[config.mk]
export PLATFORM = sky130hd
export DESIGN_NAME = tdn_expand
export DESIGN_NICKNAME = d
export VERILOG_FILES = /design/src/hdl/tdn_pkg.sv /design/src/hdl/tdn_expand.sv
export SDC_FILE = /design/constraint.sdc
export NUM_CORES = 1
export LEC_CHECK = 0
export ABC_AREA = 1
export BUFFER_PORTS_ARGS = -buffer_cell sky130_fd_sc_hd__buf_2
export CAP_MARGIN = 5
export CORE_UTILIZATION = 36
export CTS_CLUSTER_DIAMETER = 50
export DETAILED_ROUTE_END_ITERATION = 8
export MAX_ROUTING_LAYER = met4
export PLACE_DENSITY = 0.79
export SLEW_MARGIN = 20
export SYNTH_ARGS = -nofsm -noshare
export SYNTH_HDL_FRONTEND = slang
export SYNTH_SLANG_ARGS = --single-unit
[constraint.sdc]
create_clock -name clk_i -period 2 [get_ports clk_i]
set_input_delay 0.2 -clock clk_i [delete_from_list [all_inputs] [get_ports clk_i]]
set_output_delay 0.2 -clock clk_i [all_outputs]
set_load 0.005 [all_outputs]
[src/hdl/tdn_pkg.sv]
// Package: shared types, widths and constants of the temporal denoise block.
package tdn_pkg;

  localparam int unsigned CfgIdxW  = 2;
  localparam int unsigned CfgDataW = 8;

  localparam logic [6:0] ThreshReset = 7'd16;
  localparam logic [7:0] AlphaOpaque = 8'hFF;

  typedef enum logic [CfgIdxW-1:0] {
    CfgDenoiseEnable   = 2'd0,
    CfgMotionThreshold = 2'd1
  } cfg_idx_e;

  // Live configuration seen by the datapath.
  typedef struct packed {
    logic       denoise_enable;
    logic [6:0] motion_threshold;
  } cfg_t;

  // Stage 1 result: current pixel, per-channel averages and distances.
  typedef struct packed {
    logic [15:0] cur;
    logic [4:0]  avg_r;
    logic [5:0]  avg_g;
    logic [4:0]  avg_b;
    logic [4:0]  dif_r;
    logic [5:0]  dif_g;
    logic [4:0]  dif_b;
    logic        last;
  } s1_t;

  // Stage 2 result: selected pixel and flags.
  typedef struct packed {
    logic [15:0] pixel;
    logic        motion;
    logic        last;
  } s2_t;

  // Stage 3 result: one output item.
  typedef struct packed {
    logic [15:0] filtered_pixel;
    logic [31:0] bgra_word;
    logic        motion_seen;
    logic        frame_end;
  } s3_t;

endpackage

[src/hdl/tdn_expand.sv]
// Stage 3: RGB565 to 8-bit BGRA expansion, output register.
module tdn_expand import tdn_pkg::*; (
  input  logic clk_i,
  input  logic rst_ni,
  input  logic in_valid_i,
  output logic in_ready_o,
  input  s2_t  in_i,
  output logic out_valid_o,
  input  logic out_ready_i,
  output s3_t  out_o
);

  logic       valid_q;
  s3_t        data_q, data_d;
  logic [4:0] r5, b5;
  logic [5:0] g6;

  assign r5 = in_i.pixel[15:11];
  assign g6 = in_i.pixel[10:5];
  assign b5 = in_i.pixel[4:0];

  always_comb begin
    data_d.filtered_pixel = in_i.pixel;
    data_d.bgra_word      = {AlphaOpaque,
                             r5, r5[4:2],
                             g6, g6[5:4],
                             b5, b5[4:2]};
    data_d.motion_seen    = in_i.motion;
    data_d.frame_end      = in_i.last;
  end

  assign in_ready_o = !valid_q || out_ready_i;

  always_ff @(posedge clk_i or negedge rst_ni) begin
    if (!rst_ni) begin
      valid_q <= 1'b0;
    end else if (in_ready_o) begin
      valid_q <= in_valid_i;
    end
  end

  always_ff @(posedge clk_i) begin
    if (in_valid_i && in_ready_o) begin
      data_q <= data_d;
    end
  end

  assign out_valid_o = valid_q;
  assign out_o       = data_q;

endmodule

# After elaboration in Yosys (flattened, before gate mapping)
# Index checks and enable logic that the tools add are counted.
# Widths: inputs -> output; s select.
# classes
n_addsub,0
n_mul,0
n_div,0
n_lt_le_gt_ge,0
n_eq_ne,0
shifts,0
n_mux,0
n_bitwise,0
reduce_logical,3
# ops
operator,n
$logic_and 1x1->1,1
$logic_not 1->1,1
$logic_or 1x1->1,1
# totals
reg_bits,43
latch_bits,0
ram_bits,0
rom_bits,0
in_bits,22
out_inout_bits,52
wordCells,8
memories,0

# Longest topological paths before layout
# depth
depth_word,3
ltp_mapped,3
depth_no_buf,3

# Worst setup path after synthesis
# No wires, ideal clock.
# synth_timing
kind,reg2reg
startpoint,register valid_q (netlist: out_valid_o)
endpoint,"register data_q, in the netlist out_o[0] (enable)"
setup_ps,399
t_arrival_ps,1342
required_time_ps,1601
slack_ps,259
stages_incl_launch_ff,2
n_path_buf,0
synth_period_minus_slack_ps,1741
cell_sequence,dfrtp_1 > a21oi_1
# synth_via
elab_chain_cells,3
# synth_rtl
element,line,text
start: declaration,tdn_expand.sv:13,logic valid_q;
start signal: assignment,tdn_expand.sv:38,valid_q <= in_valid_i;
$logic_not 1->1,tdn_expand.sv:32,assign in_ready_o = !valid_q || out_ready_i;
$logic_or 1x1->1,tdn_expand.sv:32,
$logic_and 1x1->1,tdn_expand.sv:43,if (in_valid_i && in_ready_o) begin
end signal: assignment,tdn_expand.sv:44,data_q <= data_d;
end: declaration,tdn_expand.sv:14,"s3_t data_q, data_d;"
# Every way passes these cells.
# A chain may end at the register's enable or synchronous reset.

# Worst setup path in the final report
# layout_timing
startpoint,register valid_q (netlist: out_valid_o)
endpoint,"register data_q, in the netlist out_o[47] (enable)"
# Same word-level chain as after synthesis.

==> key figures <==
Synthesis
  • Gate Count Post-Synth: 57
  • Mean Syn Cell Area: 14.6 sq um
  • Register bit total from synthesis: 19
  • Area leader, netlist: edfxtp_1
  • Most numerous cell in the Yosys netlist: buf_4
  • Async SR Flop Fraction: 5.26%
  • Top post-synthesis cells by area: edfxtp_1 65%, buf_4 29%, dfrtp_1 3.0%, inv_1 0.90%, nand2_1 0.90%
  • Largest family of logic cells by synthesized area: buffers and inverters
  • Post-Synth Simple-Gate Area: 0.905%
  • XOR/XNOR share of the synthesized area: 0%
  • Post-Syn Area: 830 sq um
  • Top_reg_cell synth: edfxtp_1
  • Adder-cell share of the synthesized area: 0%
  • Top cell type's share of synthesized area: 65.2%
  • Synth cell types: 7
  • Synth top cells by count: 32 x buf_4, 18 x edfxtp_1, 2 x inv_1, 2 x nand2_1
  • Sequential area share after synthesis: 68.2%
  • Synth warnings: 0
  • Post-synthesis mux area share: 0%
  • EDFF count, synth: 18
  • Synth Area in Compound Gates: 0.603%

Global routing
  • Tot GR Track Use: 11.3%
  • Initial antenna violation count: 0
  • Global-route wire length before repair: 1.93 mm
  • Vias in the first global route: 463
  • Largest net degree at the start of global routing: 13
  • Grt ovf: 0

Worst setup path
  • CP cell instances: a21oi_2, buf_4
  • Required time of the critical path: 2000 ps
  • Setup crit end kind: flip-flop
  • Critical setup path kind: flip-flop to flip-flop
  • CP Launch Type: flip-flop
  • CP max stage delay: 430 ps
  • Worst path bufs/invs: 1
  • Critical Path AT: 1350 ps
  • Critical path's slowest cell: dfrtp_1
  • Max FO, Critical Path: 12
  • Crit path max-delay family: flip-flops

Cells and area
  • Layout area overhead: 23.4%
  • Util after Layout: 46.7%
  • Non-filler cells, final: 131
  • Layout cells sized above 1: 68.0%
  • Inserted Diodes: 0
  • Final net count: 126

STA
  • Setup violations, final: 0
  • Slew Viols, Final: 0
  • Final hold violation count: 0
  • RSZ-0062 raised after global routing: false
  • Clk_skew: 1.71 ps
  • PnR worst setup slack: 647 ps
  • Fin crit share: 67.6%
  • Max Fclk: 739 MHz
  • Setup TNS: 0 ps
  • Fin crit period: 1350 ps

Placed design
  • Setup WS pre-CTS: 637 ps
  • Buffers on Ports: 65
  • Placed Cells: 126
  • Post-DP HPWL: 1.09 mm
  • Placer Congestion: 0.720

Route
  • Pre-Repair DR Iteration Count: 3
  • DRT antenna net count: 0
  • Vias: 515
  • Initial DRC count: 2
  • DRC viols: 0
  • WL per Instance: 10.0 um
  • WL final: 1.31 mm
  • Vias/cell: 3.93

Job
  • # Max-Cap Violations: 0

Clock tree
  • H-tree Lvls: 1
  • Clock transition at path regs: 100 ps
  • Number of buffers created by CTS: 3
  • CTS max path bufs: 2
  • Clock sink count: 19
  • Post-cts gate resize count: 0
  • CTS tree: done
  • CTS Root Cell: clkbuf_4
  • Latest clock arrival within the worst-skew pair: 290 ps

Floorplan
  • Die X: 50.0 um
  • Area of the die: 2500 sq um
  • Die height: 50.0 um
  • Initial core utilization: 37.9%
  • Core Area: 2190 sq um
  • I/O Pins: 74
  • Row count: 17

Power and ir drop
  • Worst VDD drop: 420 uV
  • Leakage Power: 0.000505 uW
  • PwrDens: 733 nW/um^2

Min path
  • Worst min path class: primary input to flip-flop

Outcome
  • Status: finished, final reports clean
==> logic make-up after synthesis <==
group | Yosys count
flip-flops | 19
AO/OA/AOI/OAI | 1
buffers and inverters | 34
other | 1
AND/OR/NAND/NOR | 2
==> repair_timing <==
action	in CTS	in global routing
hold endpoints to repair	1	0
hold buffers	1	0
setup endpoints to repair	0	0
buffers inserted	0	0
==> placed cells by master, fill, tap and decap left out <==
master	instances
inv_1	2
nand2_1	2
edfxtp_1	18
dlygate4sd3_1	1
buf_4	1
buf_2	65
dfrtp_1	1
clkbuf_1	1
conb_1	8
a21oi_2	1
clkbuf_4	3
==> state kept, by name, summed over array words and instances, names as in the netlist <==
name / cells
out_o: 18
out_valid_o: 1
==> final cells by class <==
class,instances,area (sq um)
sequential,19,566
clock buffer,4,26.3
fill,196,1170
inverter,2,7.51
tap,28,35.0
multi-input combinational,11,46.3
timing repair buffer,67,343
==> worst paths after layout <==
path                       depth (start not counted)  slack (ps)           to         from
max in group asynchronous                          2        1680  out_valid_o       rst_ni
min reg2reg                                        2         590  out_valid_o  out_valid_o
max                                                2         650    out_o[47]  out_valid_o
min                                                1          80    out_o[45]     in_i[13]
max reg2reg                                        2         650    out_o[47]  out_valid_o
min in group asynchronous                          2         230  out_valid_o       rst_ni
==> per-stage QoR <==
stage	cell area [sq um]	hold slack [ps]	power [uW]
after global placement	987	-24.1	567
after detailed placement	987	-19.2	572
after floorplan	856	-95.6	548
after global routing	1020	54.0	789
final	1020	78.4	750
after CTS	1020	64.6	762
==> routing by layer <==
metal | GRT usage [%] | wire (um) | up-vias
met5 | - | 0 | -
met4 | 10.0 | 22 | 0
met3 | 2.16 | 170 | 4
met2 | 18.9 | 653 | 53
met1 | 10.8 | 464 | 220
li1 | - | - | 238
==> where the power goes <==
group	leakage (uW)	internal [uW]	switching (uW)	total, uW
Combinational	0.000308	48.0	42.2	90.2
Sequential	0.000182	462	10.3	472
Clock	0.0000150	77.5	111	188
(Power assumes the default switching activity.)
