===== src/hdl/tdn_pkg.sv =====
// Package: shared types, widths and constants of the temporal denoise block.
package tdn_pkg;

  localparam int unsigned CfgIdxW  = 2;
  localparam int unsigned CfgDataW = 8;

  localparam logic [6:0] ThreshReset = 7'd16;
  localparam logic [7:0] AlphaOpaque = 8'hFF;

  typedef enum logic [CfgIdxW-1:0] {
    CfgDenoiseEnable   = 2'd0,
    CfgMotionThreshold = 2'd1
  } cfg_idx_e;

  // Live configuration seen by the datapath.
  typedef struct packed {
    logic       denoise_enable;
    logic [6:0] motion_threshold;
  } cfg_t;

  // Stage 1 result: current pixel, per-channel averages and distances.
  typedef struct packed {
    logic [15:0] cur;
    logic [4:0]  avg_r;
    logic [5:0]  avg_g;
    logic [4:0]  avg_b;
    logic [4:0]  dif_r;
    logic [5:0]  dif_g;
    logic [4:0]  dif_b;
    logic        last;
  } s1_t;

  // Stage 2 result: selected pixel and flags.
  typedef struct packed {
    logic [15:0] pixel;
    logic        motion;
    logic        last;
  } s2_t;

  // Stage 3 result: one output item.
  typedef struct packed {
    logic [15:0] filtered_pixel;
    logic [31:0] bgra_word;
    logic        motion_seen;
    logic        frame_end;
  } s3_t;

endpackage


===== src/hdl/tdn_diff.sv =====
// Stage 1: channel split, absolute differences and floor averages.
module tdn_diff import tdn_pkg::*; (
  input  logic        clk_i,
  input  logic        rst_ni,
  input  logic        in_valid_i,
  output logic        in_ready_o,
  input  logic [15:0] cur_i,
  input  logic [15:0] prev_i,
  input  logic        last_i,
  output logic        out_valid_o,
  input  logic        out_ready_i,
  output s1_t         out_o
);

  logic valid_q;
  s1_t  data_q, data_d;
  logic [4:0] cr, pr, cb, pb;
  logic [5:0] cg, pg;
  logic [5:0] sum_r, sum_b;
  logic [6:0] sum_g;

  assign cr = cur_i[15:11];
  assign cg = cur_i[10:5];
  assign cb = cur_i[4:0];
  assign pr = prev_i[15:11];
  assign pg = prev_i[10:5];
  assign pb = prev_i[4:0];

  assign sum_r = {1'b0, cr} + {1'b0, pr};
  assign sum_g = {1'b0, cg} + {1'b0, pg};
  assign sum_b = {1'b0, cb} + {1'b0, pb};

  always_comb begin
    data_d.cur   = cur_i;
    data_d.avg_r = sum_r[5:1];
    data_d.avg_g = sum_g[6:1];
    data_d.avg_b = sum_b[5:1];
    data_d.dif_r = (cr > pr) ? (cr - pr) : (pr - cr);
    data_d.dif_g = (cg > pg) ? (cg - pg) : (pg - cg);
    data_d.dif_b = (cb > pb) ? (cb - pb) : (pb - cb);
    data_d.last  = last_i;
  end

  assign in_ready_o = !valid_q || out_ready_i;

  always_ff @(posedge clk_i or negedge rst_ni) begin
    if (!rst_ni) begin
      valid_q <= 1'b0;
    end else if (in_ready_o) begin
      valid_q <= in_valid_i;
    end
  end

  always_ff @(posedge clk_i) begin
    if (in_valid_i && in_ready_o) begin
      data_q <= data_d;
    end
  end

  assign out_valid_o = valid_q;
  assign out_o       = data_q;

endmodule


===== config.mk =====
export PLATFORM = sky130hd
export DESIGN_NAME = tdn_diff
export DESIGN_NICKNAME = d
export VERILOG_FILES = /design/src/hdl/tdn_pkg.sv /design/src/hdl/tdn_diff.sv
export SDC_FILE = /design/constraint.sdc
export NUM_CORES = 1
export LEC_CHECK = 0
export BUFFER_PORTS_ARGS = -buffer_cell sky130_fd_sc_hd__buf_4
export CORE_MARGIN = 5
export CORE_UTILIZATION = 35
export DETAILED_ROUTE_END_ITERATION = 7
export GPL_TIMING_DRIVEN = 0
export PLACE_DENSITY = 0.57
export SLEW_MARGIN = 20
export SYNTH_ARGS = -nofsm -noshare
export SYNTH_HDL_FRONTEND = slang
export SYNTH_SLANG_ARGS = --single-unit

===== constraint.sdc =====
create_clock -name clk_i -period 3.71 [get_ports clk_i]
set_input_delay 0.371 -clock clk_i [delete_from_list [all_inputs] [get_ports clk_i]]
set_output_delay 0.371 -clock clk_i [all_outputs]
set_load 0.05 [all_outputs]

Word level (Yosys, flattened, before mapping)
Cells that the tools add are included.

operators by class
  multiplexer cells = 3
  reduce and logical (&&, ||, !) cells = 3
  order comparisons = 3
  add/sub/neg operators = 9

operators by type and width
  operator             number
  $sub A5 B5 Y5        4
  $add A5 B5 Y6        2
  $sub A6 B6 Y6        2
  $gt A5 B5 Y1         2
  $mux W5              2
  $add A6 B6 Y7        1
  $gt A6 B6 Y1         1
  $mux W6              1
  $logic_and A1 B1 Y1  1
  $logic_not A1 Y1     1
  $logic_or A1 B1 Y1   1

storage, ports and cells
  input port bits = 37
  logic and storage cells = 27
  flip-flop bits (word level) = 50

Depth between registers and ports, before layout
  depth in word-level cells = 3
  depth in mapped cells = 8
  mapped depth without buffers = 8

Least setup slack after synthesis
No wires, ideal clock.

  path type = register to register
  start point = reg valid_q (netlist: out_valid_o)
  end point = reg data_q, in the netlist out_o[0], enable pin
  period minus slack after synthesis = 2,727 ps
  cell stages (with the launch flop) = 3
  required time = 3,299 ps
  slack = 983 ps
  buffers on the path = 0
  data arrival time = 2,316 ps
  path through = dfrtp_1 > nand2b_1 > and2_1

between the ends
  longest elaborated chain between the ends = 3

ends and longest elaborated chain
  item                      line            text
  start: declaration        tdn_diff.sv:15  logic valid_q;
  start signal: assignment  tdn_diff.sv:50  valid_q <= in_valid_i;
  $logic_not A1 Y1          tdn_diff.sv:44  assign in_ready_o = !valid_q || out_ready_i;
  $logic_or A1 B1 Y1        tdn_diff.sv:44
  net in_ready_o            tdn_diff.sv:6   output logic in_ready_o,
  $logic_and A1 B1 Y1       tdn_diff.sv:55  if (in_valid_i && in_ready_o) begin
  end signal: assignment    tdn_diff.sv:56  data_q <= data_d;
  end: declaration          tdn_diff.sv:16  s1_t data_q, data_d;

The timed path passes the listed nets, and every way through them passes these cells.
A chain may end at the register's enable or synchronous reset.

==> metrics.md <==
| Metric | Value |
|---|---|
| Status | finished, final reports clean |
| Initial antenna violation count | 0 |
| Register bit total from synthesis | 50 |
| Yosys Warn Count | 0 |
| Final net count | 454 |
| LEAKAGE | 0.001949 µW |
| Clock Latency Late Sink | 0.30 ns |
| Vias in the first global route | 2,230 |
| CTS buffer count | 5 |
| Area grow syn2layout | 28.78% |
| Cell area after layout | 4260 µm² |
| IO buf count | 87 |
| Die Wd | 107.2 µm |
| RSZ-0062 raised after global routing | no |
| Die area | 11,500 µm² |
| Final min period | 2.013 ns |
| Post-synthesis simple-gate area fraction | 4.879% |
| Slew @ Worst Pin | 0.5659 ns |
| DR vias | 2,181 |
| Sink Count | 50 |
| H-Tree Depth | 2 |
| Power Density | 391.5 nW/µm² |
| Synth cell types | 33 |
| Buffer count from post-CTS setup fixing | 0 |
| CP Capture Type | flip-flop |
| Family with the most delay on the worst path | adder cells |
| Grt met3 use | 3.552% |
| I/O pin count | 88 |
| First-pass GRT wire length | 10,860 µm |
| Critical-path cell list | buf_4 -> inv_1 -> ha_1 -> fa_1 -> nor2b_2 -> o31ai_4 -> a21oi_4 -> mux2i_1 -> xor2_1 |
| Final setup viols | 0 |
| Met1 usage | 15.18% |
| Crit path from | cur_i[5] |
| Worst R2R End | out_o[14] |
| Compound-Gate Fraction of Synth Area | 11.99% |
| Max-Cap Viols | 0 |
| Clk_skew | 0.007098 ns |
| DR vias/cell | 4.433 |
| Adder-cell share of the synthesized area | 22.84% |
| Gp weighted congestion | 0.7712 |
| Synthesized Nets | 358 |
| Buffer depth of the longest clock path | 2 |
| CTS resizes | 0 |
| Initial Utilization | 35.80% |
| Row count | 35 |
| GR Util All Layers | 11.99% |
| Cell area after synthesis | 3308 µm² |
| Setup TNS | 0 ns |
| Pwr Total | 1668 µW |
| Initial DRC count | 56 |
| Area of placed instances | 4144 µm² |
| GR peak layer | met2 |
| Slew HR | 62.27% |
| Post-synthesis sequential area ratio | 45.23% |
| Clock tree from TritonCTS | built |
| Required time of the critical path | 3.77 ns |
| Die Height | 107.2 µm |
| Peak VDD IR | 0.1622 mV |
| XOR/XNOR Fraction of Synth Area | 5.030% |
| Final WS setup | 1.697 ns |
| Final Hold Viols | 0 |
| Period utilisation layout | 54.25% |
| M2 GR Usage | 19.71% |
| Grt ovf | 0 |
| Kind of critical path | in -> reg |
| Critical Path AT | 2.07 ns |
| Largest family of logic cells by synthesized area | adder cells |
| Tightest Hold Check Type | in -> reg |
| Largest net degree at the start of global routing | 29 |
| Cells after synthesis | 266 |
| Slowest cell on the critical path | fa_1 |
| Syn avg cell area | 12.44 µm² |
| Worst path depth | 9 |
| DRC | 0 |
| R2R Path Start | out_valid_o |
| Critical path startpoint category | primary input |
| ANT nets after route | 0 |
| N_diodes | 0 |
| Core ar. | 9240 µm² |
| Drt total wl | 6726 µm |
| Share of cells above drive strength 1 | 30.30% |
| FMAX | 0.4968 GHz |
| Worst reg2reg setup slack | 2.09 ns |
| Critical path's largest stage delay | 0.42 ns |
| Post-synthesis mux area share | 4.236% |
| WP buf/inv | 2 |
| Routed len/inst | 13.67 µm |
| Crit path max fanout | 5 |
| DR pass1 iterations | 4 |
| Clk pin slew, worst setup/hold paths | 0.10 ns |
| DPL Wire Length | 5446 µm |
| DP Worst Slack | 1.366 ns |
| Max-slew violations | 0 |
| Worst r2r path cells | 3 |
| Worst setup endpoint | out_o[11] |
| CTS Root Cell | clkbuf_8 |
==> synth_stat cells (all sizes together) <==
library cell,count,area share [%]
o21a,5,1.1
o21bai,10,2.3
and2,2,0.38
o21ai,5,0.76
nor2b,4,0.83
xor2,13,3.4
o22ai,3,0.57
nand3,2,0.30
edfxtp,49,44
inv,41,4.7
o31ai,3,1.4
nand4,2,0.38
nor3b,1,0.23
nor2,11,1.2
mux2i,11,3.3
buf,4,1.0
a21o,5,1.1
o21ba,2,0.61
a21oi,17,3.6
xnor2,6,1.6
fa,9,5.4
or4,1,0.23
ha,46,17
mux2,2,0.91
nand2,3,0.34
dfrtp,1,0.76
nand2b,5,0.95
clkbuf,1,0.11
a221oi,2,0.53
==> stage by stage <==
step / instances / utilization (%) / hold WS [ns]
2_1_floorplan: 266 / - / 0.07541
3_3_place_gp: 482 / 44.62 / 0.1464
3_5_place_dp: 483 / 44.85 / 0.1466
4_1_cts: 492 / 46.11 / 0.2375
5_1_grt: 492 / 46.11 / 0.2311
6_report: 492 / 46.11 / 0.2494
==> metal layers <==
layer,up-vias,wire [µm],part of all wire [%]
met5,-,0,0
met4,0,87,1.3
met3,8,513,7.6
met2,72,3158,47
li1,1100,-,-
met1,1001,2968,44
==> final cells by class <==
class / instances / area (µm²)
sequential: 50 / 1496
timing repair buffer: 89 / 683.2
multi-input combinational: 170 / 1622
fill: 855 / 4980
buffer: 5 / 37.54
inverter: 41 / 153.9
tap: 129 / 161.4
clock buffer: 7 / 76.32
clock inverter: 1 / 30.03
==> repair_timing <==
action                                 CTS  global route
endpoints found under the hold margin    1             0
setup endpoints to repair                0             0
hold buffers                             1             0
==> cells in the final DEF, fill, tap and decap left out, types with 2 or more instances in the layout <==
cell type,count
nand3_1,2
xnor2_1,6
mux2_4,2
a21oi_4,3
a21o_1,5
a21oi_1,14
o21a_1,5
mux2i_1,11
xor2_1,13
nor2_1,11
o31ai_2,2
nor2b_1,3
nand4_1,2
inv_1,41
clkbuf_1,3
a221oi_1,2
ha_1,46
o21ba_2,2
o21bai_1,10
buf_4,90
nand2_1,3
o22ai_1,3
fa_1,9
nand2b_1,5
clkbuf_8,5
edfxtp_1,49
o21ai_0,5
==> registers in the layout (all words and copies together) (netlist names) <==
name / count
out_o: 49
out_valid_o: 1
==> power by group <==
part	internal, µW	switching, µW	total (µW)
clock network	202	181	383
registers	693	14.1	707
logic	212	366	578
total	1110	561	1670
==> cells by family after synthesis <==
| group | after synthesis |
|---|---|
| compound gates | 52 |
| xor+xnor | 19 |
| simple gates | 31 |
| fa+ha+maj | 55 |
| flops | 50 |
| mux | 13 |
| buf+inv | 46 |
==> worst min-delay path by stage <==
| stage | startpoint | endpoint | slack [ns] | cells after the start |
|---|---|---|---|---|
| final | last_i | out_o[0] | 0.25 | 1 |
| after global routing | last_i | out_o[0] | 0.23 | 1 |
| after CTS | last_i | out_o[0] | 0.24 | 1 |
| after detailed placement | rst_ni | out_valid_o | 0.15 | 1 |
| after global placement | rst_ni | out_valid_o | 0.15 | 1 |
| after floorplan | rst_ni | out_valid_o | 0.08 | 0 |
(Power assumes the default switching activity.)
