--- src/hdl/tdn_pkg.sv ---
// Package: shared types, widths and constants of the temporal denoise block.
package tdn_pkg;

  localparam int unsigned CfgIdxW  = 2;
  localparam int unsigned CfgDataW = 8;

  localparam logic [6:0] ThreshReset = 7'd16;
  localparam logic [7:0] AlphaOpaque = 8'hFF;

  typedef enum logic [CfgIdxW-1:0] {
    CfgDenoiseEnable   = 2'd0,
    CfgMotionThreshold = 2'd1
  } cfg_idx_e;

  // Live configuration seen by the datapath.
  typedef struct packed {
    logic       denoise_enable;
    logic [6:0] motion_threshold;
  } cfg_t;

  // Stage 1 result: current pixel, per-channel averages and distances.
  typedef struct packed {
    logic [15:0] cur;
    logic [4:0]  avg_r;
    logic [5:0]  avg_g;
    logic [4:0]  avg_b;
    logic [4:0]  dif_r;
    logic [5:0]  dif_g;
    logic [4:0]  dif_b;
    logic        last;
  } s1_t;

  // Stage 2 result: selected pixel and flags.
  typedef struct packed {
    logic [15:0] pixel;
    logic        motion;
    logic        last;
  } s2_t;

  // Stage 3 result: one output item.
  typedef struct packed {
    logic [15:0] filtered_pixel;
    logic [31:0] bgra_word;
    logic        motion_seen;
    logic        frame_end;
  } s3_t;

endpackage

--- src/hdl/tdn_select.sv ---
// Stage 2: difference sum, threshold compare and pixel select.
module tdn_select import tdn_pkg::*; (
  input  logic clk_i,
  input  logic rst_ni,
  input  cfg_t cfg_i,
  input  logic in_valid_i,
  output logic in_ready_o,
  input  s1_t  in_i,
  output logic out_valid_o,
  input  logic out_ready_i,
  output s2_t  out_o
);

  logic       valid_q;
  s2_t        data_q, data_d;
  logic [6:0] dif_sum;
  logic       is_static;

  // Sum tops out at 125, fits in 7 bits.
  assign dif_sum   = {2'b00, in_i.dif_r} + {1'b0, in_i.dif_g} + {2'b00, in_i.dif_b};
  assign is_static = cfg_i.denoise_enable && (dif_sum < cfg_i.motion_threshold);

  always_comb begin
    data_d.pixel  = is_static ? {in_i.avg_r, in_i.avg_g, in_i.avg_b} : in_i.cur;
    data_d.motion = !is_static;
    data_d.last   = in_i.last;
  end

  assign in_ready_o = !valid_q || out_ready_i;

  always_ff @(posedge clk_i or negedge rst_ni) begin
    if (!rst_ni) begin
      valid_q <= 1'b0;
    end else if (in_ready_o) begin
      valid_q <= in_valid_i;
    end
  end

  always_ff @(posedge clk_i) begin
    if (in_valid_i && in_ready_o) begin
      data_q <= data_d;
    end
  end

  assign out_valid_o = valid_q;
  assign out_o       = data_q;

endmodule

--- config.mk ---
export PLATFORM = sky130hd
export DESIGN_NAME = tdn_select
export DESIGN_NICKNAME = d
export VERILOG_FILES = /design/src/hdl/tdn_pkg.sv /design/src/hdl/tdn_select.sv
export SDC_FILE = /design/constraint.sdc
export NUM_CORES = 1
export LEC_CHECK = 0
export BUFFER_PORTS_ARGS = -buffer_cell sky130_fd_sc_hd__buf_4
export CAP_MARGIN = 10
export CORE_ASPECT_RATIO = 1.2
export CORE_MARGIN = 1.5
export CORE_UTILIZATION = 42
export DETAILED_ROUTE_END_ITERATION = 16
export PLACE_DENSITY = 0.83
export SLEW_MARGIN = 15
export SYNTH_ARGS = -nofsm -noshare
export SYNTH_HDL_FRONTEND = slang
export SYNTH_SLANG_ARGS = --single-unit
--- constraint.sdc ---
create_clock -name clk_i -period 1.7 [get_ports clk_i]
set_input_delay 0.255 -clock clk_i [delete_from_list [all_inputs] [get_ports clk_i]]
set_output_delay 0.255 -clock clk_i [all_outputs]
set_load 0.05 [all_outputs]
Word level (Yosys, flattened, before mapping)
Cells that the tools add are included.
{"block": "word_totals", "ff_bits": 19, "latchBits": 0, "mem_bits_rw": 0, "romBits": 0, "in_bits": 61, "out_inout_bits": 20, "elab_cells": 13, "memories": 0}
{"block": "classes", "addsub": 2, "n_mul": 0, "n_div": 0, "magnitude_cmp": 1, "eq_ne": 0, "shifts": 0, "muxes": 1, "bitwise": 0, "reduce_logical": 5}
{"cell": "$mux W16", "n": 1}
{"cell": "$add A5 B6 Y7", "n": 1}
{"cell": "$add A7 B5 Y7", "n": 1}
{"cell": "$lt A7 B7 Y1", "n": 1}
{"cell": "$logic_and A1 B1 Y1", "n": 2}
{"cell": "$logic_not A1 Y1", "n": 2}
{"cell": "$logic_or A1 B1 Y1", "n": 1}

Longest topological paths before layout
Gate-level depths: netlist of the first run.
{"block": "logic_depth", "ltp_word": 5, "mapped_depth": 14, "ltp_nobuf": 13}

Worst setup path after synthesis of the first run
OpenSTA, ideal clock, no wires.
{"block": "synth_path", "kind": "input to register", "from": "in in_i[2] (netlist bit)", "to": "reg data_q (netlist bit out_o[10]) (data pin)", "setup_ns": 0.260, "arrival_time_ns": 3.351, "t_required_ns": 1.440, "setup_slack_ns": -1.912, "stages": 14, "path_buffers": 1, "cell_sequence": "inv_1 fa_1 inv_1 ha_1 fa_1 a21o_1 a21oi_1 xnor2_1 ha_1 nand4_1 nor2_1 a2111oi_4 buf_6 mux2_4"}
{"element": "start, declared", "line_no": "tdn_select.sv:8", "source": "input s1_t in_i,"}
{"element": "end signal, assigned", "line_no": "tdn_select.sv:41", "source": "data_q <= data_d;"}
{"element": "end, declared", "line_no": "tdn_select.sv:15", "source": "s2_t data_q, data_d;"}

==> impl_metrics.tcl, run 1 <==
set metrics [dict create \
    status "complete, but fails checks" \
    violations "negative setup slack" \
    hold_path_class "in -> reg" \
    first_iter_violations 20 \
    mappedNetlistArea_mm2 0.00128 \
    cts_made_buffers 3 \
    max_slew_margin 0.725 \
    routed_wl_um 3290 \
    fin_crit_sh 1.88 \
    power_frac_comb 0.535 \
    rows 21 \
    power_switching_mw 0.606 \
    worst_pin_slew_ps 412 \
    yosysMostFrequentCell "edfxtp_1" \
    layout_min_cycle_time_ps 3200 \
    sw_frac_of_total 0.344 \
    slew_violations 0 \
    finalNetCount 266 \
    synthMuxAreaShare 0.167 \
    synth.area.top_cells "edfxtp_1, ha_1, mux2_4" \
    place_congestion 0.760 \
    start_util 0.451 \
    synthToLayoutAreaGrowth_pct 65.7 \
    synthesis.nets 172 \
    arrival_ps 3250 \
    ff_latch_area_um2 566 \
    crit_fanout 4 \
    drc 0 \
    vias_per_cell 4.91 \
    num_io_pins 81 \
    hold_viol_final 0 \
    seqPwrFrac 0.336 \
    gr-total-overflow 0 \
    tritoncts "done" \
    clock_latency_ps 290 \
    num_vias 1080 \
    tns_ps -24900 \
    synth-simple-area-share 0.0342 \
    n_antenna_cell 0 \
    drv_cap 0 \
    final_area_mm2 0.00212 \
    htree_levels 1 \
    leakagePower_nw 1.04 \
    rsz0062_at_grt "true" \
    startpoint_type "input port" \
    cts.sinks 19 \
    synth_area_leader_cell "edfxtp_1" \
    dpl.cell_count 210 \
    power_mw 1.76 \
    synth_top_family_by_area "adder cells" \
    ys.flop_type "edfxtp_1" \
    synth.top_cell.area_share 0.423 \
    synth-xor-area-share 0.0205 \
    die_w_um 53.4 \
    die_y_um 63.4 \
    hpwl_um 2540 \
    setup_violations 17 \
    firstDrtPassIters 4 \
    portBuffers 80 \
    grt_pass1_vias 1122 \
    grt_max_degree 19 \
    synthTopCellsByCount "edfxtp_1, inv_1, ha_1, mux2_4, mux2_2" \
    drive_gt1_frac 0.645 \
    dieArea_mm2 0.00339 \
    synth_compound_area_frac 0.0656 \
    powerDensity_mw_per_mm2 832 \
    fmax_mhz 313 \
    intPower_mw 1.16 \
    async_reset_ff_frac 0.0526 \
    end_kind "register" \
    cts.clk_slew.worst_paths_ps 110 \
    postSynthCellCount 93 \
    whs_ps 133 \
    dp_slack_ps -1910 \
    cts_root_buffer "clkbuf_4" \
    yosys_register_bits 19 \
    yosysSeqAreaShare 0.442 \
    skew_ps 4.91 \
    wl_per_cell_um 15.0 \
    gr-usage-all-layers 0.193 \
    yosys_warnings 0 \
    drtAntennaViolNets 0 \
    ir_drop_uv 724 \
    required_ps 1750 \
    yosys.area_share.adder 0.211 \
    syn_avg_cell_area_um2 13.7 \
    fin_util 0.746 \
    clockPowerShare 0.129 \
    synth_edf_count 18 \
    critPathKind "in -> reg" \
    core_mm2 0.00284 \
    cts.path.max_buffers 2 \
    fin_ws_ps -1500 \
    multi_input_area_um2 679 \
    fillCellCount 198 \
    placed_cell_area_mm2 0.00198 \
    layout.cells.non_filler 220 \
    synth_cell_types 21 \
    grt_pass1_wl_um 4850 \
    antenna_found_initial 0 \
]
-- flip-flops by register name, summed over array words and instances, names as in the netlist --
name	flops
out_o	18
out_valid_o	1
-- final cells by class --
cell class | instances | share of cell area
clock buffer | 4 | 0.0124
timing repair buffer | 90 | 0.346
sequential | 19 | 0.267
inverter | 17 | 0.0337
multi-input combinational | 56 | 0.321
tap | 34 | 0.0201
-- power groups by stage --
stage | sequential (mW) | clock, mW | combinational [mW]
detailed placement | 0.603 | 0 | 0.823
global route | 0.597 | 0.249 | 1.01
finish | 0.592 | 0.227 | 0.943
CTS | 0.592 | 0.230 | 0.905
global placement | 0.599 | 0 | 0.795
floorplan | 0.751 | 0 | 0.392
-- worst paths after layout --
kind / slack (ps) / cells past startpoint / start / to
max: -1500 / 16 / in_i[13] / out_o[3]$_DFFE_PP_
min: 130 / 1 / in_i[0] / out_o[0]$_DFFE_PP_
max reg2reg: 440 / 2 / out_valid_o$_DFFE_PN0N_ / out_o[7]$_DFFE_PP_
min reg2reg: 570 / 2 / out_valid_o$_DFFE_PN0N_ / out_valid_o$_DFFE_PN0N_
max in group asynchronous: 1370 / 2 / rst_ni / out_valid_o$_DFFE_PN0N_
min in group asynchronous: 250 / 2 / rst_ni / out_valid_o$_DFFE_PN0N_
-- critical path: stages --
cell and delay (ps):
buf_8 80, inv_8 30, fa_1 540, inv_2 50, ha_4 150, fa_2 340
a21o_1 170, a21oi_2 130, xnor2_1 130, ha_1 270, nand4_1 100, nor2_2 60
a2111oi_4 310, buf_4 200, clkbuf_16 140, mux2_4 290
-- what timing repair did --
action,CTS,global route
cloned,1,1
hold buffers,1,0
pin swaps,3,0
setup endpoints to repair,17,17
gates resized for setup,8,3
setup buffers,2,1
endpoints found under the hold margin,1,0
-- cells in the final DEF, fill, tap and decap left out, types with 2 or more instances in the layout --
cell	n
mux2_4	11
edfxtp_1	18
inv_1	14
nand2_1	2
buf_4	85
a21oi_2	2
clkbuf_16	2
xnor2_1	2
ha_1	11
inv_2	2
mux2_2	5
a21o_1	2
clkbuf_4	3
fa_1	5
nor2_1	2
-- routing by layer --
metal | GRT usage | wire [um] | up-vias
li1 | - | - | 513
met1 | 0.192 | 1150 | 514
met2 | 0.389 | 1920 | 49
met3 | 0.0237 | 201 | 4
met4 | 0.0481 | 10 | 0
met5 | 0 | 0 | -
-- kinds of logic after synthesis --
group	Yosys count
flops	19
mux	16
compound gates	10
buf+inv	18
xor+xnor	3
simple gates	9
fa+ha+maj	18
Power figures use the tool's default switching activity.
==> run 2: changes to the inputs <==
--- a/config.mk
+++ b/config.mk
@@ -9,9 +9,9 @@
 export CAP_MARGIN = 10
 export CORE_ASPECT_RATIO = 1.2
 export CORE_MARGIN = 1.5
-export CORE_UTILIZATION = 42
+export CORE_UTILIZATION = 46
 export DETAILED_ROUTE_END_ITERATION = 16
-export PLACE_DENSITY = 0.83
+export PLACE_DENSITY = 0.9
 export SLEW_MARGIN = 15
 export SYNTH_ARGS = -nofsm -noshare
 export SYNTH_HDL_FRONTEND = slang
==> constraint.sdc (replaced) <==
create_clock -name clk_i -period 3.95 [get_ports clk_i]
set_input_delay 0.5925 -clock clk_i [delete_from_list [all_inputs] [get_ports clk_i]]
set_output_delay 0.5925 -clock clk_i [all_outputs]
set_load 0.05 [all_outputs]
==> impl_metrics.tcl, run 2 (same netlist as run 1, synthesis figures left out) <==
set metrics [dict create \
    fin_util 0.757 \
    worst_pin_slew_ps 771 \
    slowest_stage "fa_1" \
    fmax_mhz 269 \
    largest_register_ffs 18 \
    cts_made_buffers 3 \
    start_util 0.496 \
    drive_gt1_frac 0.573 \
    crit_path_start "in_i[2]" \
    tritoncts "done" \
    dpl.cell_count 207 \
    slew_violations 0 \
    intPower_mw 0.449 \
    final_area_mm2 0.00195 \
    clock_latency_ps 290 \
    drv_cap 0 \
    power_switching_mw 0.237 \
    cts.path.max_buffers 2 \
    fillCellCount 166 \
    powerDensity_mw_per_mm2 352 \
    htree_levels 1 \
    required_ps 4000 \
    power_mw 0.686 \
    hold_viol_final 0 \
    hold_path_class "in -> async" \
    sw_frac_of_total 0.345 \
    finalNetCount 258 \
    layout_min_cycle_time_ps 3710 \
    dieArea_mm2 0.00311 \
    tns_ps 0 \
    num_io_pins 81 \
    cp_num_cells 15 \
    max_slew_margin 0.486 \
    ir_drop_uv 282 \
    power_frac_comb 0.491 \
    fin_ws_ps 238 \
    layout.cells.non_filler 211 \
    crit_fanout 10 \
    reg2reg_setup_slack_ps 2440 \
    final_cell_mix "buf_4, edfxtp_1, inv_1" \
    worstRegToRegCells 2 \
    startpoint_type "input port" \
    synthToLayoutAreaGrowth_pct 52.5 \
    firstDrtPassIters 4 \
    routed_wl_um 2830 \
    skew_ps 1.15 \
    timing.rr.start "out_valid_o$_DFFE_PN0N_" \
    wl_per_cell_um 13.4 \
    n_antenna_cell 0 \
    grt_pass1_vias 1092 \
    fin_crit_sh 0.940 \
    num_vias 1024 \
    antenna_found_initial 0 \
    final_common_cell "buf_4" \
    place_congestion 0.739 \
    hpwl_um 2410 \
    leakagePower_nw 0.974 \
    worstPathCellList "buf_4, inv_1, fa_1, inv_1, ha_1, fa_1, a21o_1, a21oi_1, xnor2_1, ha_1, a211oi_1, nor2_1, a2111oi_4, buf_4, mux2_4" \
    cts_root_buffer "clkbuf_4" \
    gr-total-overflow 0 \
    whs_ps 55.3 \
    vias_per_cell 4.85 \
    drtAntennaViolNets 0 \
    grt_pass1_wl_um 4400 \
    drc 0 \
    first_iter_violations 6 \
    seqPwrFrac 0.371 \
    die_y_um 60.8 \
    setup_violations 0 \
    portBuffers 80 \
    cts_setup_buffers 0 \
    grt_max_degree 19 \
    cts.sinks 19 \
    hold_buffers 0 \
    critPathKind "in -> reg" \
    rsz0062_at_grt "false" \
    cp_top_family "adder cells" \
    die_w_um 51.1 \
    cts_resized 0 \
    cts.clk_slew.worst_paths_ps 100 \
    arrival_ps 3760 \
    cpPeakStageDelay_ps 540 \
    end_kind "register" \
    dp_slack_ps -68.9 \
    placed_cell_area_mm2 0.00192 \
    core_mm2 0.00258 \
    gr-usage-all-layers 0.195 \
    clockPowerShare 0.138 \
    rows 20 \
    status "complete, no violations" \
    cp_num_buf_inv 4 \
]
-- run 2: cell count changes in the layout (fill, tap and decap cells not counted), sizes merged --
| cell | before | now |
|---|---|---|
| dlygate4sd3 | 1 | 0 |
| clkbuf | 6 | 4 |
| buf | 87 | 82 |
-- run 2: path summary, 6_finish.rpt --
kind / endpoint
setup / recovery: out_o[15]$_DFFE_PP_
hold / removal: out_valid_o$_DFFE_PN0N_
setup reg to reg: out_o[14]$_DFFE_PP_
hold reg to reg: out_valid_o$_DFFE_PN0N_
max in group asynchronous: out_valid_o$_DFFE_PN0N_
min in group clk_i: out_o[0]$_DFFE_PP_
-- run 2: worst reg2reg max path, stage by stage (launching register included) --
cell      delay, ps
dfrtp_1         400
nand2b_1        110
and2_1          640
-- run 2: per-layer routing --
layer,track usage,vias up,routed length [um],share of wire
li1,-,494,-,-
met5,0,-,0,0
met1,0.181,471,949,0.34
met3,0.0764,4,312,0.11
met2,0.373,55,1540,0.54
met4,0.0888,0,29,0.010
-- run 2: layout make-up --
type | instances | area [um2] | area share
inverter | 17 | 63.8 | 0.0327
sequential | 19 | 566 | 0.290
tap | 33 | 41.3 | 0.0212
timing repair buffer | 82 | 616 | 0.316
clock buffer | 4 | 26.3 | 0.0135
multi-input combinational | 56 | 638 | 0.327
-- run 2: power groups by stage --
| stage | clock network, mW | registers, mW | logic, mW |
|---|---|---|---|
| after global placement | 0 | 0.258 | 0.324 |
| final | 0.0950 | 0.254 | 0.337 |
| after global routing | 0.106 | 0.256 | 0.367 |
| after floorplan | 0 | 0.323 | 0.164 |
| after CTS | 0.0981 | 0.255 | 0.340 |
| after detailed placement | 0 | 0.259 | 0.338 |
